**src/sv/nkm_pkg.sv**
```systemverilog
// Shared types and constants of the nearest-first k-way merge.
package nkm_pkg;

  localparam int MAX_LISTS_DEF  = 8;
  localparam int LIST_DEPTH_DEF = 64;
  localparam int COORD_BITS     = 16;

  localparam int POS_W    = 16;
  localparam int COUNT_W  = 16;
  localparam int LIST_W   = 3;
  localparam int SLOT_OUT_W = 6;
  localparam int OFFSET_W = 25;
  localparam int DIST_W   = 2 * COORD_BITS + 2;
  localparam int DIFF_W   = COORD_BITS + 1;
  localparam int CFG_IDX_W = 2;

  localparam int QUEUE_DEPTH = 4;
  localparam int QPTR_W      = $clog2(QUEUE_DEPTH);

  localparam logic [CFG_IDX_W-1:0] REG_CAMERA_X = 2'd0;
  localparam logic [CFG_IDX_W-1:0] REG_CAMERA_Y = 2'd1;
  localparam logic [CFG_IDX_W-1:0] REG_CAMERA_Z = 2'd2;

  typedef enum logic [1:0] {
    OP_LOAD  = 2'd0,
    OP_NEXT  = 2'd1,
    OP_CLEAR = 2'd2
  } op_t;

  typedef struct packed {
    op_t                 op;
    logic [LIST_W-1:0]   list;
    logic [DIST_W-1:0]   sq_dist;
    logic [COUNT_W-1:0]  count;
  } cmd_t;

  typedef struct packed {
    logic                  found;
    logic [LIST_W-1:0]     list;
    logic [SLOT_OUT_W-1:0] slot;
    logic [COUNT_W-1:0]    count;
    logic [OFFSET_W-1:0]   offset;
  } res_t;

  typedef enum logic [1:0] {
    F_IDLE,
    F_MUL,
    F_SUM,
    F_PUSH
  } front_state_t;

  typedef enum logic [2:0] {
    B_IDLE,
    B_LOAD,
    B_SCAN,
    B_DRAIN,
    B_EMIT
  } back_state_t;

endpackage

```
**src/sv/nkm_front.sv**
```systemverilog
// Front end: takes input words, holds the camera point, computes squared distance.
module nkm_front (
  input  logic                            clk,
  input  logic                            rst,
  input  logic                            push,
  output logic                            full,
  input  logic [1:0]                      opcode,
  input  logic [nkm_pkg::LIST_W-1:0]      list_index,
  input  logic [nkm_pkg::POS_W-1:0]       pos_x,
  input  logic [nkm_pkg::POS_W-1:0]       pos_y,
  input  logic [nkm_pkg::POS_W-1:0]       pos_z,
  input  logic [nkm_pkg::COUNT_W-1:0]     vertex_count,
  input  logic                            cfg_valid,
  input  logic [nkm_pkg::CFG_IDX_W-1:0]   cfg_index,
  input  logic [nkm_pkg::POS_W-1:0]       cfg_data,
  output logic                            q_push,
  output nkm_pkg::cmd_t                   q_data,
  input  logic                            q_full
);

  localparam int C = nkm_pkg::COORD_BITS;

  nkm_pkg::front_state_t state, state_next;

  logic [C-1:0] camera_x, camera_y, camera_z;

  logic signed [nkm_pkg::DIFF_W-1:0] diff [3];
  logic signed [nkm_pkg::DIFF_W-1:0] in_diff [3];
  logic [1:0]                        k;
  logic [nkm_pkg::DIST_W-1:0]        prod;
  logic [nkm_pkg::DIST_W-1:0]        acc;
  nkm_pkg::op_t                      op;
  logic [nkm_pkg::LIST_W-1:0]        list;
  logic [nkm_pkg::COUNT_W-1:0]       count;
  logic                              accept;
  logic signed [nkm_pkg::DIST_W-1:0] sq;

  assign accept = push && (state == nkm_pkg::F_IDLE);

  always_comb begin
    in_diff[0] = $signed({pos_x[C-1], pos_x[C-1:0]}) - $signed({camera_x[C-1], camera_x});
    in_diff[1] = $signed({pos_y[C-1], pos_y[C-1:0]}) - $signed({camera_y[C-1], camera_y});
    in_diff[2] = $signed({pos_z[C-1], pos_z[C-1:0]}) - $signed({camera_z[C-1], camera_z});
  end

  assign sq = diff[k] * diff[k];

  always_ff @(posedge clk) begin
    if (rst) begin
      camera_x <= '0;
      camera_y <= '0;
      camera_z <= '0;
    end else if (cfg_valid) begin
      case (cfg_index)
        nkm_pkg::REG_CAMERA_X: camera_x <= cfg_data[C-1:0];
        nkm_pkg::REG_CAMERA_Y: camera_y <= cfg_data[C-1:0];
        nkm_pkg::REG_CAMERA_Z: camera_z <= cfg_data[C-1:0];
        default: ;
      endcase
    end
  end

  always_comb begin
    state_next = state;
    case (state)
      nkm_pkg::F_IDLE: begin
        if (push) begin
          case (opcode)
            nkm_pkg::OP_LOAD:  state_next = nkm_pkg::F_MUL;
            nkm_pkg::OP_NEXT,
            nkm_pkg::OP_CLEAR: state_next = nkm_pkg::F_PUSH;
            default:           state_next = nkm_pkg::F_IDLE;
          endcase
        end
      end
      nkm_pkg::F_MUL: if (k == 2'd2) state_next = nkm_pkg::F_SUM;
      nkm_pkg::F_SUM: state_next = nkm_pkg::F_PUSH;
      nkm_pkg::F_PUSH: if (!q_full) state_next = nkm_pkg::F_IDLE;
      default: state_next = nkm_pkg::F_IDLE;
    endcase
  end

  always_comb begin
    full   = (state != nkm_pkg::F_IDLE);
    q_push = (state == nkm_pkg::F_PUSH) && !q_full;
    q_data = '{op: op, list: list, sq_dist: acc, count: count};
  end

  always_ff @(posedge clk) begin
    if (rst) begin
      state <= nkm_pkg::F_IDLE;
    end else begin
      state <= state_next;
    end
  end

  // one square per cycle, each added to the sum in the cycle after it is formed
  always_ff @(posedge clk) begin
    if (accept) begin
      op    <= nkm_pkg::op_t'(opcode);
      list  <= list_index;
      count <= vertex_count;
      diff  <= in_diff;
      k     <= 2'd0;
      prod  <= '0;
      acc   <= '0;
    end else if (state == nkm_pkg::F_MUL) begin
      prod <= sq;
      acc  <= acc + prod;
      k    <= k + 2'd1;
    end else if (state == nkm_pkg::F_SUM) begin
      acc <= acc + prod;
    end
  end

endmodule

```
**config.mk**
```make
export PLATFORM = sky130hd
export DESIGN_NAME = nkm_front
export DESIGN_NICKNAME = d
export VERILOG_FILES = /design/src/sv/nkm_pkg.sv /design/src/sv/nkm_front.sv
export SDC_FILE = /design/constraint.sdc
export NUM_CORES = 1
export LEC_CHECK = 0
export BUFFER_PORTS_ARGS = -buffer_cell sky130_fd_sc_hd__buf_2
export CORE_MARGIN = 3
export CORE_UTILIZATION = 40
export DETAILED_ROUTE_END_ITERATION = 16
export REMOVE_ABC_BUFFERS = 1
export SYNTH_ARGS = -nofsm -noshare
export SYNTH_HDL_FRONTEND = slang
export SYNTH_SLANG_ARGS = --single-unit
```
**constraint.sdc**
```tcl
create_clock -name clk -period 9.27 [get_ports clk]
set_input_delay 0 -clock clk [delete_from_list [all_inputs] [get_ports clk]]
set_output_delay 0 -clock clk [all_outputs]
set_load 0.05 [all_outputs]
```
==> impl_metrics.json, run 1 <==
{
  "n_diodes": 0,
  "route.detailed.vias_per_inst": 4.923,
  "first_global_vias": 15760,
  "grt_overall_usage_pct": 18.85,
  "port_buffers": 148,
  "finalHoldViolCount": 0,
  "hp_class": "primary input to flop",
  "synth_seq_cells": 191,
  "synth_top_area_cell": "fa_1",
  "ys_dominant_reg_cell": "dfxtp_1",
  "worst_slew_pin_slew_ns": 1.039,
  "netlist-cell-type-count": 75,
  "syn_to_final_growth_pct": 12.43,
  "max_clock_freq_mhz": 120.9,
  "timing_max_transition_violations_final": 0,
  "detail_route.wirelength_um": 49190,
  "place.gp.congestion": 0.8990,
  "nNetsFinal": 2963,
  "drcViolationCount": 0,
  "numCtsBuffers": 17,
  "clk_latency_ns": 0.46,
  "ff_latch_area_um2": 4544,
  "post_synth_inst_count": 2255,
  "synth_top_cells_by_area": "fa_1 (27%), dfxtp_1 (12%), ha_1 (11%)",
  "globalRoute.totalOverflow": 0,
  "most_frequent_cells_in_the_layout": "inv_1 (449), fa_1 (270), nand2_1 (238)",
  "clock_tree.buffer_depth": 2,
  "max_cap_viol_count": 0,
  "cp-end-kind": "flop",
  "fp.dieArea_um2": 53670,
  "timing.slew.headroom_pct": 30.48,
  "number_of_clock_sinks": 191,
  "drt_iter0_drc": 840,
  "arrival_ns": 8.59,
  "ios": 149,
  "detailedRoute.firstPassIterationCount": 5,
  "cts_max_level": 4,
  "critical_path_peak_fanout": 14,
  "die_y_um": 231.7,
  "final-setup-viol-count": 0,
  "wire_length_of_the_first_global_routing_pass_um": 80140,
  "min_period_over_period_pct": 89.22,
  "post-route-min-period_ns": 8.271,
  "antenna_violating_nets_post_route": 0,
  "fraction_of_layout_instances_using_a_drive_strength_above_1_pct": 9.684,
  "reg2reg_setup_slack_ns": 1.0,
  "synth_edf_count": 72,
  "ys_warn_count": 0,
  "cts_setup_buffers": 0,
  "avgSynthCellArea_um2": 9.033,
  "floorplan.die.width_um": 231.7,
  "ys_seq_area_share_pct": 22.31,
  "initial_core_util_pct": 40.52,
  "count_of_filler_cells_inserted_in_the_layout": 5002,
  "floorplan.core_area_um2": 50270,
  "outcome": "finished clean",
  "crit_path_start_kind": "flop",
  "clock-skew-final_ns": 0.01410,
  "slowest_stage": "dfxtp_1",
  "clkSlewWorstSetupHoldPaths_ns": 0.08,
  "setup_total_negative_slack_ns": 0,
  "path_class": "flop to flop",
  "worst_path_most_repeated_cell": "fa_1",
  "tritoncts_clock_tree": "done",
  "cts-root-buf": "clkbuf_16",
  "detailroute.via_count": 15310,
  "worst_path_largest_cell_delay_ns": 0.74,
  "synthArstFlopShare_pct": 0,
  "dp_hpwl_um": 40810,
  "worst_ep_required_time_ns": 9.59,
  "wire_per_inst_um": 15.82,
  "multi_input_comb_area_um2": 13850,
  "antenna_found_initial": 0,
  "most_frequent_standard_cell_in_the_layout_excluding_fill_and_tap_cells": "inv_1",
  "synth_largest_type_area_fraction_pct": 26.54,
  "placementRows": 82,
  "netlist_area_um2": 20370,
  "grt_start_max_net_pins": 68,
  "grt_setup_unrepaired": "no"
}
flip-flops by register name, summed over array words and instances, names as in the netlist:
signal    count
acc          34
k             2
count        16
state         2
camera_y     16
prod         33
list          3
diff         51
camera_x     16
camera_z     16
op            2
layout make-up:
type / instances / area share (%)
Multi-Input combinational cell: 1544 / 60.46
Sequential cell: 191 / 19.84
Inverter: 456 / 7.485
Timing Repair Buffer: 214 / 5.824
Tap cell: 672 / 3.671
Clock buffer: 17 / 1.858
Clock inverter: 15 / 0.8577
worst max-delay path, delay by kind of cell (launching register included):
kind,cells,cell delay (ns)
compound gates,6,1.99
xor+xnor,1,0.15
fa+ha+maj,7,3.32
buf+inv,7,1.15
flops,1,0.74
mux,2,0.35
simple gates,4,0.43
cell usage after synthesis, drive strengths merged, types with 13 or more instances:
cell type / count
nand3: 26
edfxtp: 72
nor2b: 25
nand2: 238
dfxtp: 119
o21ai: 56
a21o: 36
a21oi: 146
xor2: 26
clkbuf: 54
o21a: 22
nor2: 201
fa: 270
nand2b: 14
mux2i: 57
ha: 177
nor3: 23
xnor2: 70
inv: 451
or3: 13
a211oi: 23
cell families (layout without fill, tap and decap cells):
group / after synthesis / after routing / share of synthesized area (%)
and+or+nand+nor: 593 / 593 / 12.72
buffers and inverters: 520 / 702 / 9.736
adders and majority gates: 447 / 447 / 37.41
AOI/OAI and AO/OA: 351 / 351 / 10.90
DFF: 191 / 191 / 22.31
xor gates and xnor gates: 96 / 96 / 4.128
muxes: 57 / 57 / 2.801
what timing repair did:
item | 4_1_cts | 5_1_grt
resized for setup | 0 | 0
hold buffers | 39 | 0
hold endpoints to repair | 72 | 0
through the flow:
stage	utilization, %	instance area [um^2]	hold WS [ns]	std cells	setup slack (ns)
global route	45.56	22900	0.02571	3109	0.4789
detailed placement	43.54	21890	0.1786	3038	1.107
finish	45.56	22900	0.02272	3109	0.9991
floorplan	-	20100	0.06907	2191	1.393
CTS	45.56	22900	0.0004158	3109	1.067
global placement	43.54	21890	0.1763	3038	1.292
metal layers:
metal	vias to the layer above	track usage, %	part of all wire [%]
met2	298	32.81	49
met5	-	0	0
met3	42	2.827	4.1
met1	7444	24.51	45
met4	0	5.015	2.0
li1	7521	-	-
worst paths after layout:
kind / start / to / cells past startpoint
hold / removal: pos_z[3] / diff[3] / 3
setup reg to reg: k[1] / prod[30] / 27
hold reg to reg: camera_x[15] / camera_x[15] / 2
setup / recovery: k[1] / prod[30] / 27
Power of run 1 is left out: the tool's default activity adds up to more than one toggle a clock period on the data nets, which glitch-free logic cannot reach.
==> run 2, diff against run 1 <==
Settings changed: CORE_UTILIZATION 40 to 52, PLACE_DENSITY set to 0.7.
==> run 2 against run 1 <==
  * Global-route usage grew 5.6 points
  * Die area shrank 23%
  * Routed wire length is essentially flat
  * Sequential share of layout area grew 0.22 points
  * Non-clock buffer count shrank 5
  * Critical path depth is the same
  * Final cell count shrank 5.3%
  * Maximum frequency shrank 3.1%
  * Critical endpoint is now prod[24]
  * Highest routed layer unchanged
==> impl_metrics.json, run 2 (synthesis results as in run 1) <==
{
  "wire_length_of_the_first_global_routing_pass_um": 81050,
  "numCtsBuffers": 17,
  "port_buffers": 148,
  "fp.dieArea_um2": 41580,
  "setup_total_negative_slack_ns": 0,
  "cp-end-kind": "flop",
  "grt_setup_unrepaired": "no",
  "dp_hpwl_um": 40160,
  "clkSlewWorstSetupHoldPaths_ns": 0.07,
  "floorplan.die.width_um": 203.9,
  "place_area_um2": 21650,
  "cts-root-buf": "clkbuf_16",
  "registers.top_by_ff_count": "diff",
  "finalHoldViolCount": 0,
  "ctsResizeCount": 0,
  "outcome": "finished clean",
  "crit_path_start_kind": "flop",
  "antenna_violating_nets_post_route": 0,
  "arrival_ns": 8.90,
  "number_of_clock_sinks": 191,
  "place.gp.congestion": 0.9193,
  "detail_route.wirelength_um": 49230,
  "hp_class": "primary input to flop",
  "clock-skew-final_ns": 0.01748,
  "route.detailed.vias_per_inst": 5.295,
  "nNetsFinal": 2958,
  "timing_max_transition_violations_final": 0,
  "antenna_found_initial": 0,
  "detailedRoute.firstPassIterationCount": 6,
  "post-route-min-period_ns": 8.537,
  "timing.slew.headroom_pct": 24.05,
  "most_frequent_cells_in_the_layout": "inv_1 (449), fa_1 (270), nand2_1 (238)",
  "path_class": "flop to flop",
  "postLayoutCellArea_um2": 22650,
  "ios": 149,
  "count_of_filler_cells_inserted_in_the_layout": 3328,
  "n_diodes": 0,
  "worst_ep_required_time_ns": 9.63,
  "instances_no_fill": 2943,
  "most_frequent_standard_cell_in_the_layout_excluding_fill_and_tap_cells": "inv_1",
  "critical_path_peak_fanout": 18,
  "cts_setup_buffers": 0,
  "max_cap_viol_count": 0,
  "reg.largest.list": "diff (51), acc (34), prod (33)",
  "max_clock_freq_mhz": 117.1,
  "syn_to_final_growth_pct": 11.21,
  "layout.core_utilization_pct": 59.44,
  "floorplan.core_area_um2": 38110,
  "placementRows": 71,
  "die_y_um": 203.9,
  "cts_max_level": 4,
  "drcViolationCount": 0,
  "clock_tree.buffer_depth": 2,
  "grt_start_max_net_pins": 75,
  "final-setup-viol-count": 0,
  "detailroute.via_count": 15580,
  "tritoncts_clock_tree": "done",
  "wire_per_inst_um": 16.73,
  "grt_overall_usage_pct": 24.48,
  "drt_iter0_drc": 943,
  "clk_latency_ns": 0.46,
  "min_period_over_period_pct": 92.09,
  "placedCellCount": 2872,
  "initial_core_util_pct": 53.45,
  "largest_register_ff_count": 51,
  "fraction_of_layout_instances_using_a_drive_strength_above_1_pct": 9.498,
  "cts-hold-fix-buffers": 39,
  "worst_slew_pin_slew_ns": 1.135,
  "globalRoute.totalOverflow": 0,
  "first_global_vias": 16260
}
==> run 2: changes by cell type in the layout (fill, tap and decap cells not counted), moves of 2 or more <==
cell,delta
bufinv_16,-2
clkinvlp_4,-2
clkinv_8,+2
buf_4,-5
==> run 2: path summary, 6_finish.rpt <==
kind / from / to / slack [ns] / depth (start not counted)
setup / recovery: k[1] / prod[24] / 0.73 / 27
hold / removal: pos_y[2] / diff[19] / 0.03 / 3
setup reg to reg: k[1] / prod[24] / 0.73 / 27
hold reg to reg: camera_x[7] / camera_x[7] / 0.45 / 2
==> run 2: per-layer routing <==
metal | global-route usage, % | routed length [um]
met1 | 32.15 | 21300
met2 | 42.50 | 24110
met3 | 3.010 | 2358
met4 | 7.719 | 1460
met5 | 0 | 0
==> run 2: stage by stage <==
| step | hold WS, ns | setup slack (ns) |
|---|---|---|
| floorplan | 0.06907 | 1.393 |
| global placement | 0.1763 | 1.239 |
| detailed placement | 0.1784 | 0.8669 |
| CTS | 0.007009 | 0.8958 |
| global route | 0.03470 | 0.2762 |
| finish | 0.02731 | 0.7334 |
==> run 2: worst max-delay path, stage by stage (launching register included) <==
cell and delay (ns):
dfxtp_1 0.82, nor2_1 0.08, buf_4 0.23, a21oi_1 0.64
inv_1 0.38, nand2_1 0.23, inv_1 0.08, fa_1 0.54
inv_1 0.05, fa_1 0.47, inv_1 0.05, fa_1 0.49
fa_1 0.52, fa_1 0.49, inv_1 0.05, fa_1 0.47
inv_1 0.04, ha_1 0.35, a21oi_1 0.27, nor2b_1 0.08
a2111oi_0 0.91, inv_1 0.11, a21oi_1 0.16, o21ai_0 0.25
a21o_1 0.25, a21oi_1 0.18, nor2_1 0.07, a211oi_1 0.18
==> run 2: layout make-up <==
class | instances | area (um^2) | share of cell area [%]
clock buffer | 18 | 450.4 | 1.988
clock inverter | 14 | 161.4 | 0.7125
tap | 511 | 639.4 | 2.822
inverter | 456 | 1714 | 7.567
multi-input combinational | 1544 | 13850 | 61.13
timing repair buffer | 209 | 1296 | 5.722
sequential | 191 | 4544 | 20.06
Power of run 2 is left out for the same reason.
==> run 3, diff against run 2 <==
Settings changed: ABC_AREA set to 1.
==> run 3 against run 2 <==
  * Non-clock buffer count shrank 9
  * Count of clock-buffer cells in the layout is the same
  * Area after synthesis grew 8.0%
  * Sequential share of layout area shrank 1.3 points
  * Core utilization shrank 0.85 points
  * Critical path type unchanged
  * Critical endpoint is now prod[21]
  * Highest routed layer unchanged
==> impl_metrics.json, run 3 <==
{
  "critical_path_peak_fanout": 20,
  "max_clock_freq_mhz": 132.9,
  "ctsResizeCount": 0,
  "tritoncts_clock_tree": "done",
  "floorplan.die.width_um": 211.7,
  "globalRoute.totalOverflow": 0,
  "setup_total_negative_slack_ns": 0,
  "numCtsBuffers": 17,
  "ys_warn_count": 0,
  "synthSimpleGateAreaFrac_pct": 17.99,
  "cts_max_level": 4,
  "synth_seq_cells": 191,
  "reg.largest.list": "diff (51), acc (34), prod (33)",
  "antenna_violating_nets_post_route": 0,
  "placementRows": 74,
  "globalRouteMet3Util_pct": 3.468,
  "number_of_clock_sinks": 191,
  "floorplan.core_area_um2": 41290,
  "synth.mux.area_fraction_pct": 0,
  "route.detailed.vias_per_inst": 5.146,
  "main_combinational_cell_family_by_area_after_synthesis": "adder cells",
  "post-route-min-period_ns": 7.524,
  "synthArstFlopShare_pct": 0,
  "grt_busiest_layer": "met2",
  "clock_tree.buffer_depth": 2,
  "synth_top_area_cell": "fa_1",
  "grt_start_max_net_pins": 78,
  "synth_top_cells_by_area": "fa_1 (25%), inv_1 (12%), dfxtp_1 (11%)",
  "clk_latency_ns": 0.48,
  "cts_setup_buffers": 0,
  "synth_edf_count": 72,
  "synth_compound_gate_area_share_pct": 9.791,
  "drt_iter0_drc": 957,
  "cp-end-kind": "flop",
  "finalHoldViolCount": 0,
  "clock-skew-final_ns": 0.01262,
  "nNetsFinal": 3514,
  "clkSlewWorstSetupHoldPaths_ns": 0.08,
  "port_buffers": 148,
  "r2r_cells": 26,
  "synth_xor_xnor_area_share_pct": 3.423,
  "ios": 149,
  "detail_route.wirelength_um": 55210,
  "met1_usage_pct": 31.04,
  "initial_core_util_pct": 53.29,
  "n_diodes": 0,
  "cts-hold-fix-buffers": 47,
  "hold_depth": 3,
  "registers.top_by_ff_count": "diff",
  "fraction_of_layout_instances_using_a_drive_strength_above_1_pct": 8.066,
  "syn_to_final_growth_pct": 9.945,
  "outcome": "finished clean",
  "most_frequent_cells_in_the_layout": "inv_1 (688), nand2_1 (502), nor2_1 (301)",
  "detailedRoute.firstPassIterationCount": 7,
  "met2_usage_pct": 46.70,
  "ff_latch_area_um2": 4544,
  "post_synth_inst_count": 2817,
  "worst_slew_pin_slew_ns": 1.162,
  "avgSynthCellArea_um2": 7.811,
  "first_global_vias": 18930,
  "multi_input_comb_area_um2": 14490,
  "antenna_found_initial": 0,
  "max_cap_viol_count": 0,
  "count_of_filler_cells_inserted_in_the_layout": 3852,
  "die_y_um": 211.7,
  "synthTopCellsByCount": "inv_1 (689), nand2_1 (502), nor2_1 (301)",
  "dp_hpwl_um": 45910,
  "fp.dieArea_um2": 44820,
  "largest_register_ff_count": 51,
  "detailroute.via_count": 18110,
  "drcViolationCount": 0,
  "timing.slew.headroom_pct": 22.30,
  "most_frequent_standard_cell_in_the_layout_excluding_fill_and_tap_cells": "inv_1",
  "synth_most_common_cell": "inv_1",
  "ys_seq_area_share_pct": 20.65,
  "timing_max_transition_violations_final": 0,
  "grt_setup_unrepaired": "no",
  "worst_ep_required_time_ns": 9.65,
  "grt_overall_usage_pct": 25.77,
  "final-setup-viol-count": 0,
  "wire_length_of_the_first_global_routing_pass_um": 91850,
  "ys_dominant_reg_cell": "dfxtp_1",
  "min_period_over_period_pct": 81.16,
  "hp_class": "primary input to flop",
  "synth_largest_type_area_fraction_pct": 24.56,
  "arrival_ns": 7.91,
  "place.gp.congestion": 0.9313,
  "wire_per_inst_um": 15.68,
  "netlist_area_um2": 22000,
  "crit_path_start_kind": "flop",
  "cts-root-buf": "clkbuf_16",
  "area_share_of_fa_ha_maj_cells_after_synthesis_pct": 34.63,
  "path_class": "flop to flop",
  "netlist-cell-type-count": 48
}
run 3: changes by cell type after synthesis, moves of 53 or more:
cell | before | now
nand2_1 | 238 | 502
inv_1 | 450 | 689
nor2_1 | 201 | 301
nand3_1 | 26 | 94
mux2i_1 | 57 | 0
xnor2_1 | 70 | 17
run 3: stage by stage:
stage / util [%] / hold WS, ns / std cells / setup slack (ns) / area [um^2]
global route: 58.59 / 0.03279 / 3520 / 1.116 / 24190
floorplan: - / 0.06907 / 2756 / 2.905 / 21680
global placement: 56.01 / 0.1762 / 3441 / 1.780 / 23130
CTS: 58.59 / 0.0009441 / 3520 / 1.711 / 24190
detailed placement: 56.01 / 0.1781 / 3441 / 1.724 / 23130
finish: 58.59 / 0.02873 / 3520 / 1.746 / 24190
run 3: worst max-delay path: stages (launching register included):
cell and delay, ns:
dfxtp_1 0.69, inv_2 0.28, or2_1 0.28, a32oi_1 0.66
inv_2 0.35, nand2_1 0.21, inv_1 0.08, fa_1 0.51
inv_1 0.06, fa_1 0.48, inv_1 0.05, fa_1 0.49
fa_1 0.43, fa_1 0.49, inv_1 0.05, fa_1 0.47
inv_1 0.04, ha_1 0.32, a21oi_1 0.24, a21boi_0 0.36
nand3_1 0.26, a21oi_1 0.26, inv_1 0.06, nand2_1 0.06
nand3_1 0.09, nand2_1 0.10, inv_1 0.04
run 3: kinds of logic after synthesis:
family	count (synthesis)
compound gates	351
xor+xnor	86
fa+ha+maj	447
buf+inv	767
flops	191
simple gates	975
run 3: path summary, 6_finish.rpt:
| kind | start | end | slack [ns] |
|---|---|---|---|
| setup / recovery | k[0] | prod[21] | 1.75 |
| hold / removal | pos_y[15] | diff[32] | 0.03 |
| hold reg to reg | camera_y[6] | camera_y[6] | 0.47 |
| setup reg to reg | k[0] | prod[21] | 1.75 |
run 3: final cells by class:
cell class	instances	share of cell area [%]
multi-input cells	1859	59.88
flip-flops and latches	191	18.78
clock inverters	14	0.5896
clock buffers	18	1.862
repair buffers	200	5.161
inverters	706	10.97
well taps	532	2.751
run 3: per-layer routing:
| layer | routed length [um] | vias to the layer above |
|---|---|---|
| li1 | - | 8936 |
| met1 | 22960 | 8660 |
| met2 | 28230 | 405 |
| met3 | 1974 | 113 |
| met4 | 2041 | 0 |
| met5 | 0 | - |
Power of run 3 is left out for the same reason.
