$ cat config.mk
export PLATFORM = sky130hd
export DESIGN_NAME = nkm_queue
export DESIGN_NICKNAME = d
export VERILOG_FILES = /design/src/sv/nkm_pkg.sv /design/src/sv/nkm_queue.sv
export SDC_FILE = /design/constraint.sdc
export NUM_CORES = 1
export LEC_CHECK = 0
export ABC_CLOCK_PERIOD_IN_PS = 2500
export BUFFER_PORTS_ARGS = -buffer_cell sky130_fd_sc_hd__buf_2
export CELL_PAD_IN_SITES_DETAIL_PLACEMENT = 0
export CELL_PAD_IN_SITES_GLOBAL_PLACEMENT = 1
export CORE_UTILIZATION = 45
export CTS_CLUSTER_DIAMETER = 50
export CTS_CLUSTER_SIZE = 12
export DETAILED_ROUTE_END_ITERATION = 10
export PLACE_DENSITY_LB_ADDON = 0.12
export SYNTH_ARGS = -nofsm -noshare
export SYNTH_HDL_FRONTEND = slang
export SYNTH_SLANG_ARGS = --single-unit
$ cat constraint.sdc
create_clock -name clk -period 2.5 [get_ports clk]
set_input_delay 0.125 -clock clk [delete_from_list [all_inputs] [get_ports clk]]
set_output_delay 0.125 -clock clk [all_outputs]
set_load 0.1 [all_outputs]
$ cat src/sv/nkm_pkg.sv
// Shared types and constants of the nearest-first k-way merge.
package nkm_pkg;

  localparam int MAX_LISTS_DEF  = 8;
  localparam int LIST_DEPTH_DEF = 64;
  localparam int COORD_BITS     = 16;

  localparam int POS_W    = 16;
  localparam int COUNT_W  = 16;
  localparam int LIST_W   = 3;
  localparam int SLOT_OUT_W = 6;
  localparam int OFFSET_W = 25;
  localparam int DIST_W   = 2 * COORD_BITS + 2;
  localparam int DIFF_W   = COORD_BITS + 1;
  localparam int CFG_IDX_W = 2;

  localparam int QUEUE_DEPTH = 4;
  localparam int QPTR_W      = $clog2(QUEUE_DEPTH);

  localparam logic [CFG_IDX_W-1:0] REG_CAMERA_X = 2'd0;
  localparam logic [CFG_IDX_W-1:0] REG_CAMERA_Y = 2'd1;
  localparam logic [CFG_IDX_W-1:0] REG_CAMERA_Z = 2'd2;

  typedef enum logic [1:0] {
    OP_LOAD  = 2'd0,
    OP_NEXT  = 2'd1,
    OP_CLEAR = 2'd2
  } op_t;

  typedef struct packed {
    op_t                 op;
    logic [LIST_W-1:0]   list;
    logic [DIST_W-1:0]   sq_dist;
    logic [COUNT_W-1:0]  count;
  } cmd_t;

  typedef struct packed {
    logic                  found;
    logic [LIST_W-1:0]     list;
    logic [SLOT_OUT_W-1:0] slot;
    logic [COUNT_W-1:0]    count;
    logic [OFFSET_W-1:0]   offset;
  } res_t;

  typedef enum logic [1:0] {
    F_IDLE,
    F_MUL,
    F_SUM,
    F_PUSH
  } front_state_t;

  typedef enum logic [2:0] {
    B_IDLE,
    B_LOAD,
    B_SCAN,
    B_DRAIN,
    B_EMIT
  } back_state_t;

endpackage

$ cat src/sv/nkm_queue.sv
// Short command queue between the front end and the merge engine.
module nkm_queue (
  input  logic          clk,
  input  logic          rst,
  input  logic          wr,
  input  nkm_pkg::cmd_t wdata,
  output logic          q_full,
  input  logic          rd,
  output nkm_pkg::cmd_t rdata,
  output logic          q_empty
);

  localparam int PW = nkm_pkg::QPTR_W;

  nkm_pkg::cmd_t entries [nkm_pkg::QUEUE_DEPTH];
  logic [PW-1:0] wptr, rptr;
  logic [PW:0]   level;
  logic          do_wr, do_rd;

  assign q_full  = (level == (PW+1)'(nkm_pkg::QUEUE_DEPTH));
  assign q_empty = (level == '0);
  assign do_wr   = wr && !q_full;
  assign do_rd   = rd && !q_empty;
  assign rdata   = entries[rptr];

  always_ff @(posedge clk) begin
    if (rst) begin
      wptr  <= '0;
      rptr  <= '0;
      level <= '0;
    end else begin
      if (do_wr) wptr <= wptr + 1'b1;
      if (do_rd) rptr <= rptr + 1'b1;
      if (do_wr && !do_rd) begin
        level <= level + 1'b1;
      end else if (do_rd && !do_wr) begin
        level <= level - 1'b1;
      end
    end
  end

  always_ff @(posedge clk) begin
    if (do_wr) entries[wptr] <= wdata;
  end

endmodule

==> results.txt, run 1 <==
----------------------------------------------------
[Clocking]
  Number of levels in the clock H-tree ... 1
  Number of sinks handled by clock tree synthesis ... 229
  Clock insertion delay at the later pin of the skew report ... 0.50 ns
  Longest Clk Path Bufs ... 3
  CTS tree ... built
  Root Buffer ... clkbuf_16
  Number of CTS-inserted buffers ... 25
  Clock-pin transition on the worst setup and hold timing paths ... 0.05 ns

[Cells and area]
  P&R area growth vs syn ... 26.46%
  Design area ... 10,720 sq um
  Share of the core filled with cells in the final layout ... 0.5885
  Final layout net count ... approximately 600
  Layout cells sized above 1 ... 0.3982
  Inserted Diodes ... 0
  Number of inserted filler cells in the final layout ... 1,353

[Power and ir drop]
  Fraction of power spent switching nets ... 0.4162
  Portion of total power attributed to combinational logic ... 0.395
  Proportion of power drawn by the clock network ... 0.249
  Net switching power ... ~5.6 mW
  Highest ir drop seen on vdd ... 0.9384 mV
  Pwr per Cell Area ... around 1300 nW/um^2
  Leakage Power ... approximately 3.7 nW
  Cell internal power dissipation ... 7.883 mW
  Share of total power in sequential cells ... 0.355

[STA]
  Final Worst Setup Slack ... 0.2239 ns
  Minimum clock period after layout ... 2.276 ns
  Ratio of final minimum period to clock period ... 0.9105
  Maximum clock rate ... 439.3 MHz
  # setup viols final ... 0
  Unrepaired setup endpoints after global routing ... no
  Slew Limit Fails ... 0
  Worst relative slew slack ... 0.6561
  Accumulated negative setup slack ... 0 ns
  Final hold violation count ... 0
  Transition time of the tightest slew-check pin ... just over 0.5 ns
  Final clock skew ... between 0.015 and 0.02 ns

[Setup path]
  Required time of the critical path ... 2.38 ns
  Worst-path maximum fanout ... 12
  Setup CP Type ... reg -> out
  Kind of end point of the critical path ... primary output
  Worst setup SP type ... flip-flop
  Data arrival time of the critical path ... 2.15 ns

[Yosys]
  Post-Synthesis Cells ... 335
  Async set or reset register ratio after synthesis ... 0
  Average size of a mapped cell ... 25.29 sq um
  Predominant post-synthesis flop cell ... edfxtp_1
  Mapped Area ... 8473 sq um
  Net count of the mapped netlist ... 400
  Yosys warning count ... 0
  Number of library cell types mapped by synthesis ... 24
  #FFs+latches synth ... 229
  Number of flops mapped to enable cells by yosys ... 220
  Sequential element share of the synthesized area ... 0.8009

[Detailed routing]
  Drt pass-1 iters ... 9
  Vias post-DR ... 4,020
  Aggregate routed wire length ... 15.02 mm
  DRC violation count after routing ... 11
  Starting DRC count in detailed routing ... about 150
  Wirelength per Cell ... slightly below 20 um
  Post-DRT Antenna Nets ... 0
  Via density per instance ... 5.194

[Global route]
  GRT Total Usage ... 0.1601
  Via count of the first global-routing pass ... 4,312
  Total grt overflow ... 0
  Number of antenna violations at the first check in global routing ... 0
  Wire length of the first global-routing pass ... 23.59 mm
  Maximum number of pins on one net before global-route repair ... 56

[Placement]
  RePlAce Congestion ... just over 0.7
  Placement Cell Area ... 9384 sq um
  Pre-CTS worst setup slack ... 0.3051 ns
  Count of port buffers added during placement ... 115
  Half-perimeter wire length after detailed placement ... 8.370 mm

[Run status]
  Run status ... finished, violations left
  Violations in the final reports ... DRC

[Die]
  Standard-cell rows ... 49
  Total Die Area ... 19,380 sq um
  DIE HEIGHT ... approximately 140 um
  Core Box Area ... 18,210 sq um
  Count of boundary I/O pins ... around 120
  Chip width ... between 100 and 150 um
  Initial standard-cell utilization of the core ... 0.4653

[Hold path]
  Hold Path Class ... in -> reg

[Flow run]
  Max Cap Viol ... 0

----------------------------------------------------
==> per-stage QoR <==
step                      hold WS, ns  cells  power (mW)
after floorplan                0.2239    335       9.436
after global placement         0.3341    677       10.15
after detailed placement       0.3423    677       10.18
after CTS                     0.01947    774       13.67
after global routing          0.06718    774       13.96
final                         0.02604    774       13.50
==> repair_timing <==
action                                  in CTS  in global routing
endpoints found under the setup margin      14                  0
hold buffers                                57                  0
setup buffers                                1                  0
hold endpoints to repair                   228                  0
gates resized for setup                      0                  0
==> power groups by stage <==
| stage | Combinational, mW | Sequential (mW) | Clock [mW] |
|---|---|---|---|
| 2_1_floorplan | 4.65 | 4.78 | 0 |
| 3_3_place_gp | 5.24 | 4.91 | 0 |
| 3_5_place_dp | 5.25 | 4.93 | 0 |
| 4_1_cts | 5.41 | 4.81 | 3.46 |
| 5_1_grt | 5.53 | 4.84 | 3.59 |
| 6_report | 5.34 | 4.80 | 3.37 |
==> worst max-delay path: stages (launching register included) <==
cell     delay (ns)
dfxtp_4        0.51
buf_4          0.28
mux4_2         0.55
buf_2          0.31
==> flip-flops by register name, summed over array words and instances (netlist names), named ones only <==
signal   cells
level        3
entries    220
rptr         2
wptr         2
==> synth_stat cells, types with 4 or more instances <==
library cell	number	share of area
and2_1	4	0.0030
buf_12	5	0.012
buf_2	5	0.0030
dfxtp_1	9	0.021
edfxtp_1	220	0.78
ha_1	5	0.0074
inv_1	4	0.0018
mux4_1	5	0.016
mux4_2	50	0.13
nor2_1	6	0.0027
xor2_1	4	0.0041
==> routing by layer <==
metal / global-route usage / vias up / share of wire
met3: 0.02959 / 21 / 0.042
met4: 0.04737 / 0 / 0.022
met2: 0.2708 / 95 / 0.50
met1: 0.2127 / 2080 / 0.43
li1: - / 1824 / -
met5: 0 / - / 0
==> area by class of cell <==
class / instances / area, sq um / area share
Tap cell: 229 / 286.5 / 0.02674
Clock inverter: 8 / 97.59 / 0.009108
Clock buffer: 31 / 648.1 / 0.06049
Timing Repair Buffer: 184 / 1331 / 0.1242
Multi-Input combinational cell: 89 / 1545 / 0.1442
Inverter: 4 / 15.01 / 0.001401
Sequential cell: 229 / 6792 / 0.6338
==> worst paths after layout <==
| check | start | end | slack [ns] | cells past startpoint |
|---|---|---|---|---|
| setup / recovery | flip-flop | rdata[32] | 0.22 | 3 |
| hold / removal | wr | wptr[0] | 0.03 | 4 |
| setup reg to reg | level[0] | level[2] | 0.32 | 8 |
| hold reg to reg | wptr[1] | wptr[1] | 0.53 | 2 |
==> cells in the final DEF (no fill, tap or decap) <==
cell,count
a21oi_1,2
and2_2,4
buf_12,7
buf_2,115
buf_4,4
buf_8,1
bufinv_16,2
clkbuf_1,6
clkbuf_16,25
clkinv_1,3
clkinv_4,2
dfxtp_1,7
dfxtp_2,1
dfxtp_4,1
dlygate4sd3_1,57
edfxtp_1,220
fa_1,1
ha_1,5
inv_1,4
inv_6,1
mux2i_1,2
mux4_1,5
mux4_2,50
nand2b_1,2
nor2_1,5
nor2_2,1
nor3_2,1
nor3b_4,1
o21ai_0,2
o311ai_1,1
o31ai_2,1
or3_1,2
xor2_1,4
==> kinds of logic after synthesis <==
family                     share of synthesized area
DFF                                           0.8009
adders and majority gates                   0.009746
xor gates and xnor gates                    0.004134
and+or+nand+nor                              0.01063
muxes                                         0.1508
AOI/OAI and AO/OA                           0.004873
buffers and inverters                        0.01890
Note: power is estimated with default switching activity, not from simulation.
==> inputs of run 2 (changes only) <==
--- a/config.mk
+++ b/config.mk
@@ -5,11 +5,12 @@
 export SDC_FILE = /design/constraint.sdc
 export NUM_CORES = 1
 export LEC_CHECK = 0
+export ABC_AREA = 1
 export ABC_CLOCK_PERIOD_IN_PS = 2500
 export BUFFER_PORTS_ARGS = -buffer_cell sky130_fd_sc_hd__buf_2
 export CELL_PAD_IN_SITES_DETAIL_PLACEMENT = 0
 export CELL_PAD_IN_SITES_GLOBAL_PLACEMENT = 1
-export CORE_UTILIZATION = 45
+export CORE_UTILIZATION = 42
 export CTS_CLUSTER_DIAMETER = 50
 export CTS_CLUSTER_SIZE = 12
 export DETAILED_ROUTE_END_ITERATION = 10
==> run 2 against run 1 <==
The flow now finishes without violations; register-to-register slack better by 0.28 ns; sequential share of layout area is 3.1 points lower; utilization is 3.0 points lower; clock power hardly changed; flip-flop and latch count stayed put; area after synthesis is 2.0% higher.
==> results.txt, run 2 <==
----------------------------------------------------
[Yosys]
  Cells taking the most area after synthesis ... edfxtp_1, nor2_1, o22ai_1, o21ai_0, o21ai_1 (was edfxtp_1, mux4_2, dfxtp_1, mux4_1, buf_12)
  Number of flops mapped to enable cells by yosys ... 220 (unchanged)
  Predominant post-synthesis flop cell ... edfxtp_1 (unchanged)
  Mapped Area ... 8640 sq um (was 8473 sq um)
  Net count of the mapped netlist ... 667 (was 400)
  Post-Synthesis Cells ... 602 (was 335)
  Area share of the largest cell type after synthesis ... 0.7647 (was 0.7797)
  Commonest cells post-synth ... edfxtp_1, nor2_1, o21ai_0 (was edfxtp_1, mux4_2, dfxtp_1)
  Leading area contributor after synthesis ... edfxtp_1 (unchanged)
  Yosys warning count ... 0 (unchanged)
  Average size of a mapped cell ... 14.35 sq um (was 25.29 sq um)
  Sequential element share of the synthesized area ... 0.7855 (was 0.8009)
  Async set or reset register ratio after synthesis ... 0 (unchanged)
  #FFs+latches synth ... 229 (unchanged)
  Most common cell in the synthesized netlist ... edfxtp_1 (unchanged)
  Number of library cell types mapped by synthesis ... 19 (was 24)

[Clocking]
  Root Buffer ... clkbuf_16 (unchanged)
  Number of CTS-inserted buffers ... 25 (unchanged)
  CTS tree ... built (unchanged)
  Number of cells upsized or downsized after cts ... 0 (unchanged)
  Clock insertion delay at the later pin of the skew report ... 0.50 ns (about the same)
  Number of sinks handled by clock tree synthesis ... 229 (unchanged)
  Clock-pin transition on the worst setup and hold timing paths ... 0.06 ns (was 0.05 ns)
  Number of levels in the clock H-tree ... 1 (unchanged)
  CTS hold repair buffers ... 59 (was 57)
  Buffers inserted during post-CTS setup optimization ... 0 (was 1)
  Longest Clk Path Bufs ... 3 (unchanged)

[STA]
  Minimum clock period after layout ... 2.342 ns (was 2.276 ns)
  Final hold violation count ... 0 (unchanged)
  Slew Limit Fails ... 0 (unchanged)
  # setup viols final ... 0 (unchanged)
  Accumulated negative setup slack ... 0 ns (unchanged)
  Ratio of final minimum period to clock period ... 0.9368 (was 0.9105)
  Unrepaired setup endpoints after global routing ... no (unchanged)
  Worst relative slew slack ... 0.6546 (was 0.6561)
  Transition time of the tightest slew-check pin ... 0.5216 ns (was 0.5194 ns)
  Maximum clock rate ... 427.0 MHz (was 439.3 MHz)
  Final clock skew ... 0.008150 ns (was 0.01703 ns)

[Detailed routing]
  Via density per instance ... 5.053 (was 5.194)
  Starting DRC count in detailed routing ... 318 (was 154)
  Vias post-DR ... 5,381 (was 4,020)
  Aggregate routed wire length ... 18.27 mm (was 15.02 mm)
  Post-DRT Antenna Nets ... 0 (unchanged)
  Drt pass-1 iters ... 4 (was 9)
  Wirelength per Cell ... 17.15 um (was 19.40 um)
  DRC violation count after routing ... 0 (was 11)

[Flow run]
  Max Cap Viol ... 0 (unchanged)

[Power and ir drop]
  Pwr per Cell Area ... 1301 nW/um^2 (was 1260 nW/um^2)
  Highest ir drop seen on vdd ... 1.149 mV (was 0.9384 mV)
  Leakage Power ... 4.035 nW (was 3.676 nW)

[Cells and area]
  P&R area growth vs syn ... 30.44% (was 26.46%)
  Design area ... 11,270 sq um (was 10,720 sq um)
  Number of flip-flops in the largest register ... 220 (unchanged)
  Leading cell types in the layout, fill and taps excluded ... edfxtp_1, nor2_1, buf_2 (was edfxtp_1, buf_2, dlygate4sd3_1)
  Most common cell after layout, fill and taps aside ... edfxtp_1 (unchanged)
  Registers with the most flip-flops ... entries (220), level (3) (unchanged)
  Register name with the most flops ... entries (unchanged)
  Inserted Diodes ... 0 (unchanged)
  Layout cells sized above 1 ... 0.2113 (was 0.3982)
  Final layout net count ... 848 (was 598)

[Die]
  DIE HEIGHT ... 145.4 um (was 139.2 um)
  Chip width ... 145.4 um (was 139.2 um)
  Core Box Area ... 20,170 sq um (was 18,210 sq um)
  Initial standard-cell utilization of the core ... 0.4283 (was 0.4653)
  Standard-cell rows ... 52 (was 49)
  Count of boundary I/O pins ... 116 (unchanged)
  Total Die Area ... 21,150 sq um (was 19,380 sq um)

[Setup path]
  Kind of end point of the critical path ... primary output (unchanged)
  Setup CP Type ... reg -> out (unchanged)
  Data arrival time of the critical path ... 2.22 ns (was 2.15 ns)
  Worst-path maximum fanout ... 110 (was 12)
  Required time of the critical path ... 2.38 ns (about the same)
  Worst setup SP type ... flip-flop (unchanged)

[Placement]
  Count of port buffers added during placement ... 115 (unchanged)
  Half-perimeter wire length after detailed placement ... 10.07 mm (was 8.370 mm)
  RePlAce Congestion ... 0.7019 (was 0.7059)
  Placement Cell Area ... 9940 sq um (was 9384 sq um)

[Run status]
  Run status ... finished, final reports clean (was finished, violations left)

[Global route]
  Wire length of the first global-routing pass ... 29.21 mm (was 23.59 mm)
  Total grt overflow ... 0 (unchanged)
  GRT Total Usage ... 0.1771 (was 0.1601)
  Number of antenna violations at the first check in global routing ... 0 (unchanged)
  Maximum number of pins on one net before global-route repair ... 111 (was 56)
  Via count of the first global-routing pass ... 5,551 (was 4,312)

[Hold path]
  Hold Path Class ... in -> reg (unchanged)

----------------------------------------------------
==> run 2: worst max-delay path: stages, from the launching register on <==
cell,delay [ns]
dfxtp_4,0.38
buf_12,0.39
o21ai_0,0.17
o22ai_1,0.26
buf_2,0.47
==> run 2: logic make-up after synthesis <==
kind of cell    Yosys count  share of synthesized area
flops                   229                     0.7855
fa+ha+maj                 6                   0.009558
buf+inv                  53                    0.03447
simple gates            144                    0.06358
xor+xnor                  1                   0.001014
compound gates          169                     0.1059
==> run 2: area by class of cell <==
class / instances / area (sq um)
fillers: 1660 / 8900
flip-flops and latches: 229 / 6792
repair buffers: 189 / 1747
multi-input cells: 320 / 1585
clock buffers: 30 / 644.4
well taps: 270 / 337.8
clock inverters: 9 / 95.09
inverters: 18 / 68.82
==> run 2: layer usage <==
metal,up-vias,track usage,share of wire
met5,-,0,0
met4,0,0.05368,0.023
met3,29,0.03041,0.046
met2,121,0.3026,0.49
met1,2629,0.2320,0.44
li1,2602,-,-
==> run 2: path summary, 6_finish.rpt <==
kind	start	end	slack, ns	cells past startpoint
max	flip-flop	rdata[23]	0.16	4
min	wdata[42]	entries[1][42]	0.37	2
max reg2reg	level[1]	level[1]	0.60	9
min reg2reg	rptr[0]	rptr[0]	0.53	2
==> run 2: stage by stage <==
| stage | total power, mW | std cells | worst slack, ns | utilization | hold WS, ns |
|---|---|---|---|---|---|
| 5_1_grt | 15.23 | 1065 | 0.06537 | 0.5587 | 0.3624 |
| 3_5_place_dp | 11.34 | 967 | 0.6115 | 0.4928 | 0.3415 |
| 6_report | 14.66 | 1065 | 0.1581 | 0.5587 | 0.3718 |
| 4_1_cts | 14.81 | 1065 | 0.1534 | 0.5587 | 0.3489 |
| 3_3_place_gp | 11.29 | 967 | 0.7003 | 0.4928 | 0.3332 |
| 2_1_floorplan | 9.567 | 602 | -0.07401 | - | 0.1941 |
==> run 2: where the power goes <==
part,total (mW),internal [mW],switching (mW)
clock network,3.36,2.02,1.34
logic,6.50,1.58,4.93
registers,4.80,4.67,0.128
total,14.7,8.26,6.40
==> inputs of run 3 (changes only) <==
--- a/config.mk
+++ b/config.mk
@@ -6,11 +6,11 @@
 export NUM_CORES = 1
 export LEC_CHECK = 0
 export ABC_AREA = 1
-export ABC_CLOCK_PERIOD_IN_PS = 2500
+export ABC_CLOCK_PERIOD_IN_PS = 2400
 export BUFFER_PORTS_ARGS = -buffer_cell sky130_fd_sc_hd__buf_2
 export CELL_PAD_IN_SITES_DETAIL_PLACEMENT = 0
 export CELL_PAD_IN_SITES_GLOBAL_PLACEMENT = 1
-export CORE_UTILIZATION = 42
+export CORE_UTILIZATION = 47
 export CTS_CLUSTER_DIAMETER = 50
 export CTS_CLUSTER_SIZE = 12
 export DETAILED_ROUTE_END_ITERATION = 10
==> constraint.sdc (replaced) <==
create_clock -name clk -period 2.4 [get_ports clk]
set_input_delay 0.12 -clock clk [delete_from_list [all_inputs] [get_ports clk]]
set_output_delay 0.12 -clock clk [all_outputs]
set_load 0.1 [all_outputs]
==> run 3 against run 2 <==
Via count rose by 2.0%; utilization up 7.7 points; largest cell class unchanged; first-iteration DRC count is 13% lower; hold slack lost 0.016 ns; critical endpoint is now rdata[29].
==> results.txt, run 3 (synthesized netlist as in run 2, its figures left out) <==
----------------------------------------------------
[Run status]
  Run status ... finished, final reports clean (unchanged)

[Cells and area]
  Area used by multi-input combinational logic ... 1898 sq um (was 1585 sq um)
  Leading cell types in the layout, fill and taps excluded ... edfxtp_1, nor2_1, buf_2 (unchanged)
  Final layout net count ... 851 (was 848)
  Area of all sequential standard cells ... 6792 sq um (unchanged)
  Registers with the most flip-flops ... entries (220), level (3) (unchanged)
  Register name with the most flops ... entries (unchanged)
  Most common cell after layout, fill and taps aside ... edfxtp_1 (unchanged)
  Share of the core filled with cells in the final layout ... 0.6354 (was 0.5587)
  Number of inserted filler cells in the final layout ... 1,325 (was 1,660)
  P&R area growth vs syn ... 32.12% (was 30.44%)
  Layout cells sized above 1 ... 0.2861 (was 0.2113)
  Number of flip-flops in the largest register ... 220 (unchanged)

[Global route]
  Via count of the first global-routing pass ... 5,458 (was 5,551)
  Total grt overflow ... 0 (unchanged)
  GRT Total Usage ... 0.1978 (was 0.1771)
  Wire length of the first global-routing pass ... 28.08 mm (was 29.21 mm)
  Number of antenna violations at the first check in global routing ... 1 (was 0)
  Maximum number of pins on one net before global-route repair ... 111 (unchanged)

[Clocking]
  Clock-pin transition on the worst setup and hold timing paths ... 0.06 ns (about the same)
  Number of CTS-inserted buffers ... 26 (was 25)
  Longest Clk Path Bufs ... 3 (unchanged)
  Number of sinks handled by clock tree synthesis ... 229 (unchanged)
  Clock insertion delay at the later pin of the skew report ... 0.51 ns (was 0.50 ns)
  Root Buffer ... clkbuf_16 (unchanged)
  Number of levels in the clock H-tree ... 1 (unchanged)
  CTS tree ... built (unchanged)

[STA]
  Transition time of the tightest slew-check pin ... 0.5455 ns (was 0.5216 ns)
  Slew Limit Fails ... 0 (unchanged)
  Ratio of final minimum period to clock period ... 0.9803
  Final clock skew ... 0.01507 ns (was 0.008150 ns)
  # setup viols final ... 0 (unchanged)
  Final hold violation count ... 0 (unchanged)
  Maximum clock rate ... 425.1 MHz
  Accumulated negative setup slack ... 0 ns (unchanged)
  Unrepaired setup endpoints after global routing ... no (unchanged)
  Minimum clock period after layout ... 2.353 ns
  Worst relative slew slack ... 0.6363 (was 0.6546)
  Worst slack on hold paths ... 0.3559 ns (was 0.3718 ns)

[Detailed routing]
  Drt pass-1 iters ... 5 (was 4)
  DRC violation count after routing ... 0 (unchanged)
  Post-DRT Antenna Nets ... 0 (unchanged)
  Aggregate routed wire length ... 18.29 mm (was 18.27 mm)
  Vias post-DR ... 5,491 (was 5,381)
  Starting DRC count in detailed routing ... 276 (was 318)
  Via density per instance ... 5.310 (was 5.053)
  Wirelength per Cell ... 17.69 um (was 17.15 um)

[Hold path]
  Hold Path Class ... in -> reg (unchanged)

[Power and ir drop]
  Proportion of power drawn by the clock network ... 0.274 (was 0.229)
  Leakage Power ... 4.121 nW (was 4.035 nW)
  Cell internal power dissipation ... 8.890 mW (was 8.263 mW)
  Fraction of power spent switching nets ... 0.4305 (was 0.4363)
  Net switching power ... 6.720 mW (was 6.396 mW)
  Portion of total power attributed to combinational logic ... 0.407 (was 0.444)
  Share of total power in sequential cells ... 0.319 (was 0.327)
  Highest ir drop seen on vdd ... 0.9897 mV (was 1.149 mV)
  Total power draw ... 15.61 mW (was 14.66 mW)
  Pwr per Cell Area ... 1368 nW/um^2 (was 1301 nW/um^2)

[Die]
  Count of boundary I/O pins ... 116 (unchanged)
  DIE HEIGHT ... 137.6 um (was 145.4 um)
  Core Box Area ... 17,960 sq um (was 20,170 sq um)
  Chip width ... 137.6 um (was 145.4 um)
  Total Die Area ... 18,930 sq um (was 21,150 sq um)
  Standard-cell rows ... 49 (was 52)
  Initial standard-cell utilization of the core ... 0.4810 (was 0.4283)

[Setup path]
  Required time of the critical path ... 2.28 ns (was 2.38 ns)
  Count of buffering cells on the critical path with inverters included ... 2 (unchanged)
  Stages on worst setup path ... 4 (unchanged)
  Worst-path cell chain ... buf_12 > o21ai_0 > o22ai_2 > buf_2 (was buf_12 > o21ai_0 > o22ai_1 > buf_2)
  Worst-path maximum fanout ... 110 (unchanged)
  Endpoint of the lowest-slack register-to-register path ... level[2] (was level[1])
  Data arrival time of the critical path ... 2.23 ns (was 2.22 ns)
  Kind of end point of the critical path ... primary output (unchanged)
  Worst setup SP type ... flip-flop (unchanged)
  Worst r2r src ... level[0] (was level[1])
  Cells on worst reg2reg path ... 13 (was 9)
  Largest delay share family, worst path ... buffers and inverters (unchanged)
  End point of the critical path ... rdata[29] (was rdata[23])
  Slowest CP cell ... buf_2 (unchanged)
  Worst stage delay on the critical path ... 0.46 ns (was 0.47 ns)
  Setup CP Type ... reg -> out (unchanged)
  Flop-to-flop setup slack ... 0.52 ns (was 0.60 ns)

[Placement]
  Half-perimeter wire length after detailed placement ... 10.05 mm (was 10.07 mm)
  RePlAce Congestion ... 0.7455 (was 0.7019)
  Count of port buffers added during placement ... 115 (unchanged)

[Flow run]
  Max Cap Viol ... 0 (unchanged)

----------------------------------------------------
-- run 3: changes by cell type in the layout (fill, tap and decap cells not counted), moves of 11 or more --
cell,change
buf_2,+14
buf_12,-25
clkbuf_4,+11
o22ai_1,-50
o22ai_2,+50
-- run 3: final cells by class --
type	instances	share of cell area
diodes	1	0.0002192
clock buffers	35	0.06270
clock inverters	11	0.02039
inverters	18	0.006138
multi-input cells	320	0.1663
flip-flops and latches	229	0.5950
well taps	229	0.02510
repair buffers	191	0.1242
-- run 3: worst register-to-register path: stages (launching register included) --
cell and delay [ns]:
dfxtp_1 0.39, nor2_1 0.08, nand2_1 0.13, nand2_1 0.12, inv_2 0.09, ha_1 0.17
inv_1 0.07, fa_1 0.39, inv_1 0.07, nand2_1 0.04, nand3_1 0.08, nand2_1 0.06
nand2_1 0.05, nor2_1 0.04
-- run 3: how the worst min path moves through the flow --
stage	from	to	slack [ns]	cells after the start
global placement	wdata[16]	entries[2][16]	0.33	1
floorplan	rst	flip-flop	0.19	1
finish	wdata[51]	entries[1][51]	0.36	2
CTS	wdata[45]	entries[0][45]	0.34	2
detailed placement	wdata[26]	entries[3][26]	0.34	1
global route	wdata[51]	entries[1][51]	0.35	2
-- run 3: power groups by stage --
stage | clock network (mW) | logic, mW | registers [mW]
detailed placement | 0 | 6.25 | 5.06
global route | 4.51 | 6.67 | 5.01
floorplan | 0 | 5.21 | 5.04
CTS | 4.37 | 6.35 | 4.98
finish | 4.28 | 6.35 | 4.98
global placement | 0 | 6.18 | 5.04
-- run 3: per-stage QoR --
step	area (sq um)	cells	worst slack [ns]
after floorplan	8962	602	-0.1740
after global placement	9836	928	0.4939
after detailed placement	9836	928	0.4691
after CTS	11380	1033	0.008382
after global routing	11410	1034	0.001421
final	11410	1034	0.04737
-- run 3: layer usage --
layer | global-route usage | routed length, um | vias to the layer above
li1 | - | - | 2602
met1 | 0.2534 | 7806 | 2736
met2 | 0.3467 | 9241 | 126
met3 | 0.03753 | 916 | 27
met4 | 0.04579 | 323 | 0
met5 | 0 | 0 | -
-- run 3: what timing repair did --
item	CTS	global route
setup buffers	0	0
hold buffers	59	0
endpoints found under the setup margin	31	34
endpoints found under the hold margin	229	0
resized for setup	3	12
